[config.mk]
export PLATFORM = sky130hd
export DESIGN_NAME = fractional_n_ratio_approximator_core
export DESIGN_NICKNAME = d
export VERILOG_FILES = /design/src/design/fnra_pkg.sv /design/src/design/fnra_div.sv /design/src/design/fractional_n_ratio_approximator_core.sv
export SDC_FILE = /design/constraint.sdc
export NUM_CORES = 2
export LEC_CHECK = 0
export BUFFER_PORTS_ARGS = -buffer_cell sky130_fd_sc_hd__buf_4
export CORE_MARGIN = 5
export CORE_UTILIZATION = 35
export CTS_BUF_LIST = sky130_fd_sc_hd__clkbuf_2 sky130_fd_sc_hd__clkbuf_4 sky130_fd_sc_hd__clkbuf_8
export DETAILED_ROUTE_END_ITERATION = 8
export PLACE_DENSITY = 0.55
export SETUP_SLACK_MARGIN = 0.4
export SKIP_CTS_REPAIR_TIMING = 1
export SLEW_MARGIN = 10
export SYNTH_ARGS = -nofsm -noshare
export SYNTH_HDL_FRONTEND = slang
export SYNTH_SLANG_ARGS = --single-unit
[constraint.sdc]
create_clock -name clk_i -period 18.3 [get_ports clk_i]
set_clock_uncertainty 0.05 [all_clocks]
set_input_delay 5.49 -clock clk_i [delete_from_list [all_inputs] [get_ports clk_i]]
set_output_delay 5.49 -clock clk_i [all_outputs]
set_load 0.03 [all_outputs]
[src/design/fnra_pkg.sv]
// Types and constants of the fractional-N ratio approximator.
// Depends on nothing; imported by the divider, the top level, the checker and the testbench.
package fnra_pkg;

  // Field widths.
  localparam int TgtW  = 57;
  localparam int NW    = 12;
  localparam int RefW  = 28;
  localparam int DenW  = 22;
  localparam int BaseW = NW + RefW;
  localparam int QW    = 31;
  localparam int AccW  = DenW + 1;
  localparam int CfgW  = 28;
  localparam int CfgAW = 2;

  // Register reset values.
  localparam logic [NW-1:0]   IntDivRst = NW'(919);
  localparam logic [RefW-1:0] RefRst    = RefW'(5000000);
  localparam logic [DenW-1:0] MaxDenRst = DenW'(4194303);

  // Register indexes.
  localparam logic [CfgAW-1:0] CFG_INT_DIV = 2'd0;
  localparam logic [CfgAW-1:0] CFG_REF_HZ  = 2'd1;
  localparam logic [CfgAW-1:0] CFG_MAX_DEN = 2'd2;

  // Sequencer states.
  typedef enum logic [2:0] {
    ST_IDLE,
    ST_BASE,
    ST_CHECK,
    ST_DIV,
    ST_UPD,
    ST_FIN
  } state_e;

  // Per-cycle status of the serial divider.
  typedef struct packed {
    logic bit_vld;
    logic qbit;
    logic last;
  } div_stat_t;

endpackage

[src/design/fnra_div.sv]
// Bit-serial restoring divider: one quotient bit per cycle, MSB first.
// Depends on fnra_pkg for the status struct.
module fnra_div import fnra_pkg::*; #(
  parameter int DW = 57
) (
  input  logic          clk_i,
  input  logic          rst_ni,
  input  logic          start_i,
  input  logic [DW-1:0] dividend_i,
  input  logic [DW-1:0] divisor_i,
  output div_stat_t     stat_o,
  output logic [DW-1:0] rem_o
);

  localparam int CW = $clog2(DW + 1);

  logic          busy_q;
  logic [CW-1:0] cnt_q;
  logic [DW-1:0] dvd_q;
  logic [DW-1:0] dsr_q;
  logic [DW-1:0] rem_q;
  logic [DW:0]   trial;
  logic          take;

  // Shift in the next dividend bit and try a subtraction.
  assign trial = {rem_q, dvd_q[DW-1]};
  assign take  = trial >= {1'b0, dsr_q};

  assign stat_o.bit_vld = busy_q;
  assign stat_o.qbit    = take;
  assign stat_o.last    = busy_q && (cnt_q == CW'(1));
  assign rem_o          = rem_q;

  // Bit counter and busy flag.
  always_ff @(posedge clk_i or negedge rst_ni) begin
    if (!rst_ni) begin
      busy_q <= 1'b0;
      cnt_q  <= '0;
    end else if (start_i) begin
      busy_q <= 1'b1;
      cnt_q  <= CW'(DW);
    end else if (busy_q) begin
      busy_q <= (cnt_q != CW'(1));
      cnt_q  <= cnt_q - CW'(1);
    end
  end

  // Partial remainder and dividend shift register.
  always_ff @(posedge clk_i) begin
    if (start_i) begin
      dvd_q <= dividend_i;
      dsr_q <= divisor_i;
      rem_q <= '0;
    end else if (busy_q) begin
      dvd_q <= {dvd_q[DW-2:0], 1'b0};
      if (take) begin
        rem_q <= DW'(trial - {1'b0, dsr_q});
      end else begin
        rem_q <= trial[DW-1:0];
      end
    end
  end

endmodule

[src/design/fractional_n_ratio_approximator_core.sv]
// Top level of the fractional-N ratio approximator; uses fnra_pkg and fnra_div.
// Holds the configuration registers, the Euclid sequencer and the result register.
//
// One request at a time: a target frequency is taken when in_ready_o is high and
// the result appears in a register that holds until taken, while the next request
// may already be accepted. Each request passes setup states ST_BASE and ST_CHECK,
// then takes one Euclid step (ST_DIV, ST_UPD) per continued-fraction term, each a
// DW-bit division, DW being the larger of 57 and 28 + FRAC_BITS, in the bit-serial
// divider that produces one quotient bit per cycle; at most about 33 steps fit a
// 22-bit denominator, and an out-of-range target skips to ST_FIN. Convergent products
// are formed bit-serially from the divider's quotient bits. Configuration writes take
// effect at once; the user must make them while idle, not enforced by the block.
module fractional_n_ratio_approximator_core import fnra_pkg::*; #(
  parameter int FRAC_BITS = 24
) (
  input  logic             clk_i,
  input  logic             rst_ni,
  input  logic             cfg_we_i,
  input  logic [CfgAW-1:0] cfg_addr_i,
  input  logic [CfgW-1:0]  cfg_wdata_i,
  input  logic             in_valid_i,
  output logic             in_ready_o,
  input  logic [TgtW-1:0]  target_freq_i,
  output logic             out_valid_o,
  input  logic             out_ready_i,
  output logic [DenW-1:0]  frac_numerator_o,
  output logic [DenW-1:0]  frac_denominator_o,
  output logic             out_of_range_o
);

  localparam int DW = (RefW + FRAC_BITS > TgtW) ? RefW + FRAC_BITS : TgtW;

  state_e state_q, state_d;

  logic [NW-1:0]   int_div_q;
  logic [RefW-1:0] ref_q;
  logic [DenW-1:0] maxd_q;

  logic [TgtW-1:0]  tgt_q;
  logic [BaseW-1:0] base_q;
  logic             oor_q;
  logic             first_q;
  logic             lead_q;
  logic [DW-1:0]    qd_q;
  logic [DenW-1:0]  h0_q, h1_q, k0_q, k1_q;
  logic [AccW-1:0]  acc_k_q, acc_h_q;
  logic             ovf_q;
  logic [QW-1:0]    qlow_q;
  logic             big_q;
  logic             qnz_q;

  logic            out_valid_q;
  logic [DenW-1:0] num_q, den_q;
  logic            oor_out_q;

  div_stat_t     dstat;
  logic [DW-1:0] rem;
  logic          div_start;
  logic [DW-1:0] div_dvd, div_dsr;

  logic            in_acc;
  logic            oor;
  logic [DW-1:0]   p_init, d_init;
  logic [DenW-1:0] maxd_eff;
  logic [AccW:0]   nk;
  logic            kbreak, limit_hit, upd_ok;
  logic [AccW+1:0] ksum;
  logic [AccW-1:0] hsum;
  logic            sel;
  logic [DenW-1:0] fn, fd, num;
  logic            out_load;

  assign in_ready_o = (state_q == ST_IDLE);
  assign in_acc     = in_valid_i && in_ready_o;

  // Configuration registers.
  always_ff @(posedge clk_i or negedge rst_ni) begin
    if (!rst_ni) begin
      int_div_q <= IntDivRst;
      ref_q     <= RefRst;
      maxd_q    <= MaxDenRst;
    end else if (cfg_we_i) begin
      unique case (cfg_addr_i)
        CFG_INT_DIV: int_div_q <= cfg_wdata_i[NW-1:0];
        CFG_REF_HZ:  ref_q     <= cfg_wdata_i[RefW-1:0];
        CFG_MAX_DEN: maxd_q    <= cfg_wdata_i[DenW-1:0];
        default: ;
      endcase
    end
  end

  // Range test and the first Euclid operands.
  assign oor      = (ref_q == '0) || (TgtW'(base_q) > (tgt_q >> FRAC_BITS));
  assign p_init   = DW'(tgt_q) - (DW'(base_q) << FRAC_BITS);
  assign d_init   = DW'(ref_q) << FRAC_BITS;
  assign maxd_eff = (maxd_q == '0) ? DenW'(1) : maxd_q;

  // Next denominator and the two stopping tests of a step.
  assign nk        = (AccW+1)'(acc_k_q) + (AccW+1)'(k1_q);
  assign kbreak    = ovf_q || (nk > (AccW+1)'(maxd_eff));
  assign limit_hit = !first_q && (big_q || ((qlow_q == '1) && (rem != '0)));
  assign upd_ok    = (state_q == ST_UPD) && !limit_hit && !kbreak;

  // Shift-and-add products of the quotient with k0 and h0.
  assign ksum = (AccW+2)'({acc_k_q, 1'b0}) + (dstat.qbit ? (AccW+2)'(k0_q) : '0);
  assign hsum = {acc_h_q[AccW-2:0], 1'b0}
              + ((dstat.qbit && !first_q) ? AccW'(h0_q) : '0);

  // Final pick: the convergent, or the semiconvergent when its numerator is zero.
  assign sel = lead_q || (h0_q != '0);
  assign fn  = sel ? h0_q : DenW'(1);
  assign fd  = sel ? k0_q : maxd_eff;
  assign num = (fn >= fd) ? fn - fd : fn;

  assign out_load = (state_q == ST_FIN) && (!out_valid_q || out_ready_i);

  // Sequencer state register.
  always_ff @(posedge clk_i or negedge rst_ni) begin
    if (!rst_ni) begin
      state_q <= ST_IDLE;
    end else begin
      state_q <= state_d;
    end
  end

  // Next state and divider launch.
  always_comb begin
    state_d   = state_q;
    div_start = 1'b0;
    div_dvd   = qd_q;
    div_dsr   = rem;
    unique case (state_q)
      ST_IDLE: begin
        if (in_valid_i) state_d = ST_BASE;
      end
      ST_BASE: begin
        state_d = ST_CHECK;
      end
      ST_CHECK: begin
        div_dvd = p_init;
        div_dsr = d_init;
        if (oor) begin
          state_d = ST_FIN;
        end else begin
          div_start = 1'b1;
          state_d   = ST_DIV;
        end
      end
      ST_DIV: begin
        if (dstat.last) state_d = ST_UPD;
      end
      ST_UPD: begin
        if (!upd_ok || (rem == '0)) begin
          state_d = ST_FIN;
        end else begin
          div_start = 1'b1;
          state_d   = ST_DIV;
        end
      end
      ST_FIN: begin
        if (out_load) state_d = ST_IDLE;
      end
      default: state_d = ST_IDLE;
    endcase
  end

  fnra_div #(.DW(DW)) u_div (
    .clk_i      (clk_i),
    .rst_ni     (rst_ni),
    .start_i    (div_start),
    .dividend_i (div_dvd),
    .divisor_i  (div_dsr),
    .stat_o     (dstat),
    .rem_o      (rem)
  );

  // Euclid datapath: operands, convergents and quotient trackers.
  always_ff @(posedge clk_i) begin
    if (in_acc) tgt_q <= target_freq_i;
    if (state_q == ST_BASE) base_q <= int_div_q * ref_q;
    if (state_q == ST_CHECK) begin
      oor_q   <= oor;
      first_q <= 1'b1;
      lead_q  <= 1'b0;
      qd_q    <= d_init;
      h0_q    <= DenW'(1);
      h1_q    <= '0;
      k0_q    <= '0;
      k1_q    <= DenW'(1);
    end
    if (div_start) begin
      acc_k_q <= '0;
      acc_h_q <= '0;
      ovf_q   <= 1'b0;
      qlow_q  <= '0;
      big_q   <= 1'b0;
      qnz_q   <= 1'b0;
    end else if (dstat.bit_vld) begin
      acc_k_q <= ksum[AccW-1:0];
      ovf_q   <= ovf_q || (ksum[AccW+1:AccW] != 2'b00);
      acc_h_q <= hsum;
      qlow_q  <= {qlow_q[QW-2:0], dstat.qbit};
      big_q   <= big_q || qlow_q[QW-1];
      qnz_q   <= qnz_q || dstat.qbit;
    end
    if (upd_ok) begin
      h1_q <= h0_q;
      h0_q <= acc_h_q[DenW-1:0] + h1_q;
      k1_q <= k0_q;
      k0_q <= nk[DenW-1:0];
      if (first_q) lead_q <= qnz_q;
      if (rem != '0) begin
        qd_q    <= rem;
        first_q <= 1'b0;
      end
    end
  end

  // Result register.
  always_ff @(posedge clk_i or negedge rst_ni) begin
    if (!rst_ni) begin
      out_valid_q <= 1'b0;
    end else if (out_load) begin
      out_valid_q <= 1'b1;
    end else if (out_ready_i) begin
      out_valid_q <= 1'b0;
    end
  end

  always_ff @(posedge clk_i) begin
    if (out_load) begin
      num_q     <= oor_q ? '0 : num;
      den_q     <= oor_q ? '0 : fd;
      oor_out_q <= oor_q;
    end
  end

  assign out_valid_o        = out_valid_q;
  assign frac_numerator_o   = num_q;
  assign frac_denominator_o = den_q;
  assign out_of_range_o     = oor_out_q;

endmodule

Word level (Yosys, flattened, before mapping)
Cells that the tools add are included.
{"block": "word_totals", "input_bits": 92, "output_inout_bits": 47, "reg_bits": 613, "word_cells": 134}
{"block": "classes", "n_mux": 41, "multipliers": 1, "order_cmp": 4, "eq_ne": 13, "n_addsub": 8, "reduce_logical": 37}
{"op": "57-bit 2-to-1 mux", "n": 7}
{"op": "22-bit 2-to-1 mux", "n": 12}
{"op": "57-bit subtractor", "n": 2}
{"op": "58-bit by 57-bit greater-or-equal comparator with 1-bit output", "n": 1}
{"op": "57-bit zero test", "n": 1}
{"op": "57-bit nonzero test", "n": 1}
{"op": "52-bit 2-to-1 mux", "n": 1}
{"op": "22-bit adder", "n": 2}
{"op": "40-bit by 33-bit greater-than comparator with 1-bit output", "n": 1}
{"op": "12-bit by 28-bit multiplier with 40-bit output", "n": 1}
{"op": "31-bit equality test (second input constant)", "n": 1}
{"op": "28-bit zero test", "n": 1}
{"op": "24-bit by 22-bit adder with 25-bit output", "n": 1}
{"op": "23-bit by 22-bit adder with 24-bit output", "n": 1}
{"op": "24-bit by 22-bit greater-than comparator with 1-bit output", "n": 1}
{"op": "22-bit greater-or-equal comparator", "n": 1}
{"op": "22-bit zero test", "n": 1}
{"op": "22-bit nonzero test", "n": 1}
{"op": "22-bit subtractor", "n": 1}
{"op": "3-bit one-hot mux with 6 select lines", "n": 1}
{"op": "3-bit 2-to-1 mux", "n": 5}
{"op": "1-bit 2-to-1 mux", "n": 12}
{"op": "6-bit 2-to-1 mux", "n": 2}
{"op": "1-bit logical OR", "n": 9}
{"op": "other kinds (17)", "n": 37}

Depth between registers and ports, before layout
{"block": "depth", "ltp_word": 12, "depth_mapped": 28, "depth_no_buf": 26}

Cells and area by module
A second synthesis with hierarchy kept.
{"block": "hier_totals", "hier_cells": 4823, "hier_area_um2": 46072.9}
{"module": "fractional_n_ratio_approximator_core", "seq_area_each_um2": 11397.2, "area_per_inst_um2": 35426.5, "instances": 1, "cells_each": 3790}
{"module": "fnra_div", "seq_area_each_um2": 4739.5, "area_per_inst_um2": 10646.5, "instances": 1, "cells_each": 1033}

Least setup slack after synthesis
OpenSTA, ideal clock, no wires.
{"block": "synth_path", "path_type": "input to register", "from": "in out_ready_i", "to": "reg den_q[0] (netlist: frac_denominator_o[0]) (enable)", "setup_ps": 448, "path_stages": 2, "path_slack_ps": 10365, "path_buffers": 0, "arrival_time_ps": 7437, "required_ps": 17802, "cell_sequence": "nor2b_1 > nor2_1"}
{"block": "synth_between", "elab_chain_len": 2}
{"element": "from (decl)", "line_no": "fractional_n_ratio_approximator_core.sv:25", "rtl": "input logic out_ready_i,"}
{"element": "1-bit logical OR", "line_no": "fractional_n_ratio_approximator_core.sv:115", "rtl": "assign out_load = (state_q == ST_FIN) && (!out_valid_q || out_ready_i);"}
{"element": "1-bit logical AND", "line_no": "fractional_n_ratio_approximator_core.sv:115"}
{"element": "named net out_load", "line_no": "fractional_n_ratio_approximator_core.sv:71", "rtl": "logic out_load;"}
{"element": "to (signal assigned)", "line_no": "fractional_n_ratio_approximator_core.sv:233", "rtl": "den_q <= oor_q ? '0 : fd;"}
{"element": "to (decl)", "line_no": "fractional_n_ratio_approximator_core.sv:53", "rtl": "logic [DenW-1:0] num_q, den_q;"}
The timed path passes the listed nets, and every way through them passes these cells.
A chain may end at the register's enable or synchronous reset.

Worst setup path in the final report
{"block": "layout_path", "from": "reg k1_q[1]", "to": "reg u_div.dvd_q[7] (data pin)"}
{"block": "layout_between", "elab_chain_len": 10}
{"element": "from (decl)", "line_no": "fractional_n_ratio_approximator_core.sv:45", "rtl": "logic [DenW-1:0] h0_q, h1_q, k0_q, k1_q;"}
{"element": "from (signal assigned)", "line_no": "fractional_n_ratio_approximator_core.sv:189", "rtl": "k1_q <= DenW'(1);"}
{"element": "from (signal assigned)", "line_no": "fractional_n_ratio_approximator_core.sv:209", "rtl": "k1_q <= k0_q;"}
{"element": "23-bit by 22-bit adder with 24-bit output", "line_no": "fractional_n_ratio_approximator_core.sv:99", "rtl": "assign nk = (AccW+1)'(acc_k_q) + (AccW+1)'(k1_q);"}
{"element": "named net nk[17]", "line_no": "fractional_n_ratio_approximator_core.sv:65", "rtl": "logic [AccW:0] nk;"}
{"element": "24-bit by 22-bit greater-than comparator with 1-bit output", "line_no": "fractional_n_ratio_approximator_core.sv:100", "rtl": "assign kbreak = ovf_q || (nk > (AccW+1)'(maxd_eff));"}
{"element": "1-bit logical OR", "line_no": "fractional_n_ratio_approximator_core.sv:100"}
{"element": "1-bit zero test", "line_no": "fractional_n_ratio_approximator_core.sv:102", "rtl": "assign upd_ok = (state_q == ST_UPD) && !limit_hit && !kbreak;"}
{"element": "1-bit logical AND", "line_no": "fractional_n_ratio_approximator_core.sv:102"}
{"element": "1-bit zero test", "line_no": "fractional_n_ratio_approximator_core.sv:153", "rtl": "if (!upd_ok || (rem == '0)) begin"}
{"element": "1-bit logical OR", "line_no": "fractional_n_ratio_approximator_core.sv:153"}
{"element": "1-bit 2-to-1 mux", "line_no": "fractional_n_ratio_approximator_core.sv:153"}
{"element": "1-bit one-hot mux with 2 select lines", "line_no": "fractional_n_ratio_approximator_core.sv:132", "rtl": "unique case (state_q)"}
{"element": "57-bit 2-to-1 mux", "line_no": "fnra_div.sv:50", "rtl": "if (start_i) begin"}
{"element": "to (signal assigned)", "line_no": "fnra_div.sv:51", "rtl": "dvd_q <= dividend_i;"}
{"element": "to (signal assigned)", "line_no": "fnra_div.sv:55", "rtl": "dvd_q <= {dvd_q[DW-2:0], 1'b0};"}
{"element": "to (decl)", "line_no": "fnra_div.sv:19", "rtl": "logic [DW-1:0] dvd_q;"}
The timed path passes the listed nets, and every way through them passes these cells.

==> run metrics <==
flip-flop and latch area 16100 um2; Slew @ Worst Pin 1.18 ns; ANT nets after route 0; Total Routing Usage GR 18.7%; CP most frequent cell buf_4; Clk Latency, worst-skew pair 0.83 ns; CTS Buf Count 109; vias in the first global route 34900; Post-Syn Area 45500 um2; Cell Rows 132; Die X 371 um; number of distinct library cells after synthesis 79; hold path start qd_q[8]; root buf cell clkbuf_8; Area Overhead vs Synth 11.1%; delay of the slowest cell on the worst path 0.95 ns; xor and xnor area share after synthesis 3.47%; WS Path Type reg -> reg; Crit. End Element flip-flop; Critical Path Start Type flip-flop; outcome finished clean; DRT Pass-1 Iters 5; Iter 0 DRT Violations 2239; starting density of the core 35.2%; ys async rst share 11.9%; post-synthesis compound-gate area fraction 13.1%; layout cells sized above 1 10.4%; setup TNS 0 ns; WP buf/inv 6; I/O Pins 139; initial antenna violation count 2; multiplexer area fraction after synthesis 4.52%; Slew Viols, Final 0; Port Buffers 138; Simple-Gate Fraction of Synth Area 16.4%; Synthesis Warnings 0; routed vias/inst 5.11; syn avg cell area 9.29 um2; Synth Area in Adders 20.8%; Hold Crit Endpoint qd_q[8]; largest net degree at the start of global routing 150; final setup fails 0; total clock sinks 613; largest family of logic cells by synthesized area adder cells; half-perimeter wire length after placement 94.7 mm; M1 WL 58.0 mm; FF-to-FF End u_div.dvd_q[7]; Rel. slew slack 20.6%; CTS tree yes; Placed Instances 6579; cell accounting for the most synthesized area edfxtp_1; routability cong. 0.885; clk buf depth 3; Tmin final 8.38 ns; max frequency 119 MHz; slowest cell on the critical path buf_4; sequential area share after synthesis 35.4%; Routed met2 length 62.3 mm; flops & latches, synth 613; Worst path top cell family by delay buffers and inverters; wire per inst 19.0 um; uppermost layer routed met5; total core area 129000 um2; H-tree depth 3; ranking of synthesized cells by area edfxtp_1 23%, fa_1 12%, ha_1 9.1%; Multi-input gate area 26600 um2; Worst R2R Setup Slack 9.92 ns; Primary FF master, synth edfxtp_1; fin nets 5637; die height 371 um; worst hold stages 2; WP data required 18.75 ns; RSZ-0062 raised after global routing false; Post-Syn Instances 4899; Worst Path Arrival 8.82 ns; die area 137000 um2; R2R Path Start k1_q[1]; Layout fillers 13000; Final Cycle Share 45.8%; min-delay worst type reg -> reg; Post-synth EDFFs 345; drt total wl 129 mm; hold slack final 0.423 ns; final hold violation count 0; net count after synthesis 5588; MaxCap Viol Count 0; Reg clk slew, reported paths 0.07 ns; total gr overflow 0; first-pass GRT wire length 203 mm; critical path peak fanout 149; r2r worst-path depth 26; Vias 34700; met3 wire length 5.29 mm; post-synth top area share 22.8%; final instance count without filler cells 6789; post-layout util 39.1%; DRC Markers 0
-- routing by layer --
layer | GRT usage (%) | vias to the layer above
met2 | 31.9 | 644
met3 | 2.57 | 195
met5 | 0 | -
li1 | - | 16800
met1 | 24.6 | 17100
met4 | 5.93 | 2
-- stage by stage --
| stage | instance area, um2 | setup slack (ns) |
|---|---|---|
| 2_1_floorplan | 45500 | 10.37 |
| 3_3_place_gp | 48100 | 9.99 |
| 3_5_place_dp | 48100 | 9.93 |
| 4_1_cts | 50600 | 9.83 |
| 5_1_grt | 50600 | 9.28 |
| 6_report | 50600 | 9.92 |
-- tightest hold or removal path, delay by kind of cell, from the launching register on --
kind	cells	cell delay [ns]
flip-flops	1	0.30
AO/OA/AOI/OAI	1	0.06
AND/OR/NAND/NOR	1	0.07
-- kinds of logic after synthesis --
kind of cell,count (synthesis)
xor+xnor,179
mux,197
simple gates,1622
fa+ha+maj,597
flops,613
buf+inv,742
compound gates,949
-- state kept, by name, summed over array words and instances (netlist names), 3 cells and up --
name	count
state_q	3
base_q	40
u_div.dvd_q	57
ref_q	28
acc_h_q	22
maxd_q	22
k1_q	22
u_div.cnt_q	6
u_div.dsr_q	57
h1_q	22
qd_q	57
acc_k_q	23
k0_q	22
int_div_q	12
tgt_q	57
frac_numerator_o	22
u_div.rem_o	57
h0_q	22
qlow_q	31
frac_denominator_o	22
-- placed cells by master (no fill, tap or decap), drive strengths merged, types with 25 or more instances in the layout --
cell	synthesis	final
a211oi	78	78
o21bai	26	26
dfstp	37	37
o21a	44	44
inv	504	508
nand3	63	63
a21o	96	96
o211ai	25	25
mux2i	130	130
nand2	616	616
o21ai	187	187
nor3	50	50
and3	27	27
nand4	36	36
dfrtp	36	36
nand2b	29	29
dfxtp	195	195
xor2	54	54
a21oi	317	317
and2	250	250
clkinv	0	32
nor2b	33	33
nor2	425	425
clkbuf	184	165
edfxtp	345	345
buf	54	176
a31oi	54	54
nor4	41	41
xnor2	124	124
mux2	67	67
fa	267	267
ha	330	330
-- synthesized netlist by cell type (33+ instances only) --
cell / n
nand4_1: 36
nor2b_1: 33
inv_1: 502
a31oi_1: 54
o21a_1: 44
mux2_2: 67
fa_1: 267
nor4_1: 39
ha_1: 330
xnor2_1: 124
clkbuf_1: 184
nor3_1: 50
nor2_1: 425
dfxtp_1: 195
buf_2: 36
and2_1: 250
o21ai_0: 182
a21oi_1: 316
xor2_1: 54
nand2_1: 616
a21o_1: 96
mux2i_1: 130
nand3_1: 63
edfxtp_1: 345
dfstp_2: 37
a211oi_1: 77
dfrtp_1: 36
-- cell type report --
class / count / area share (%)
clock buffer: 165 / 4.08
antenna: 3 / 0.0148
timing repair buffer: 176 / 2.61
multi-input combinational: 3544 / 52.6
sequential: 613 / 31.9
tap: 1742 / 4.31
clock inverter: 42 / 0.752
inverter: 504 / 3.76
-- worst max path at each step --
| stage | startpoint | to | slack, ns | depth (start not counted) |
|---|---|---|---|---|
| after floorplan | out_ready_i | frac_denominator_o[0] | 10.37 | 2 |
| after global placement | k1_q[1] | u_div.dvd_q[10] | 9.99 | 26 |
| after detailed placement | k1_q[1] | u_div.dvd_q[12] | 9.93 | 26 |
| after CTS | k1_q[1] | u_div.dvd_q[7] | 9.83 | 26 |
| after global routing | k1_q[1] | u_div.dvd_q[5] | 9.28 | 26 |
| final | k1_q[1] | u_div.dvd_q[7] | 9.92 | 26 |
Power is left out: the tool's default activity adds up to more than one toggle a clock period on the data nets, which glitch-free logic cannot reach.
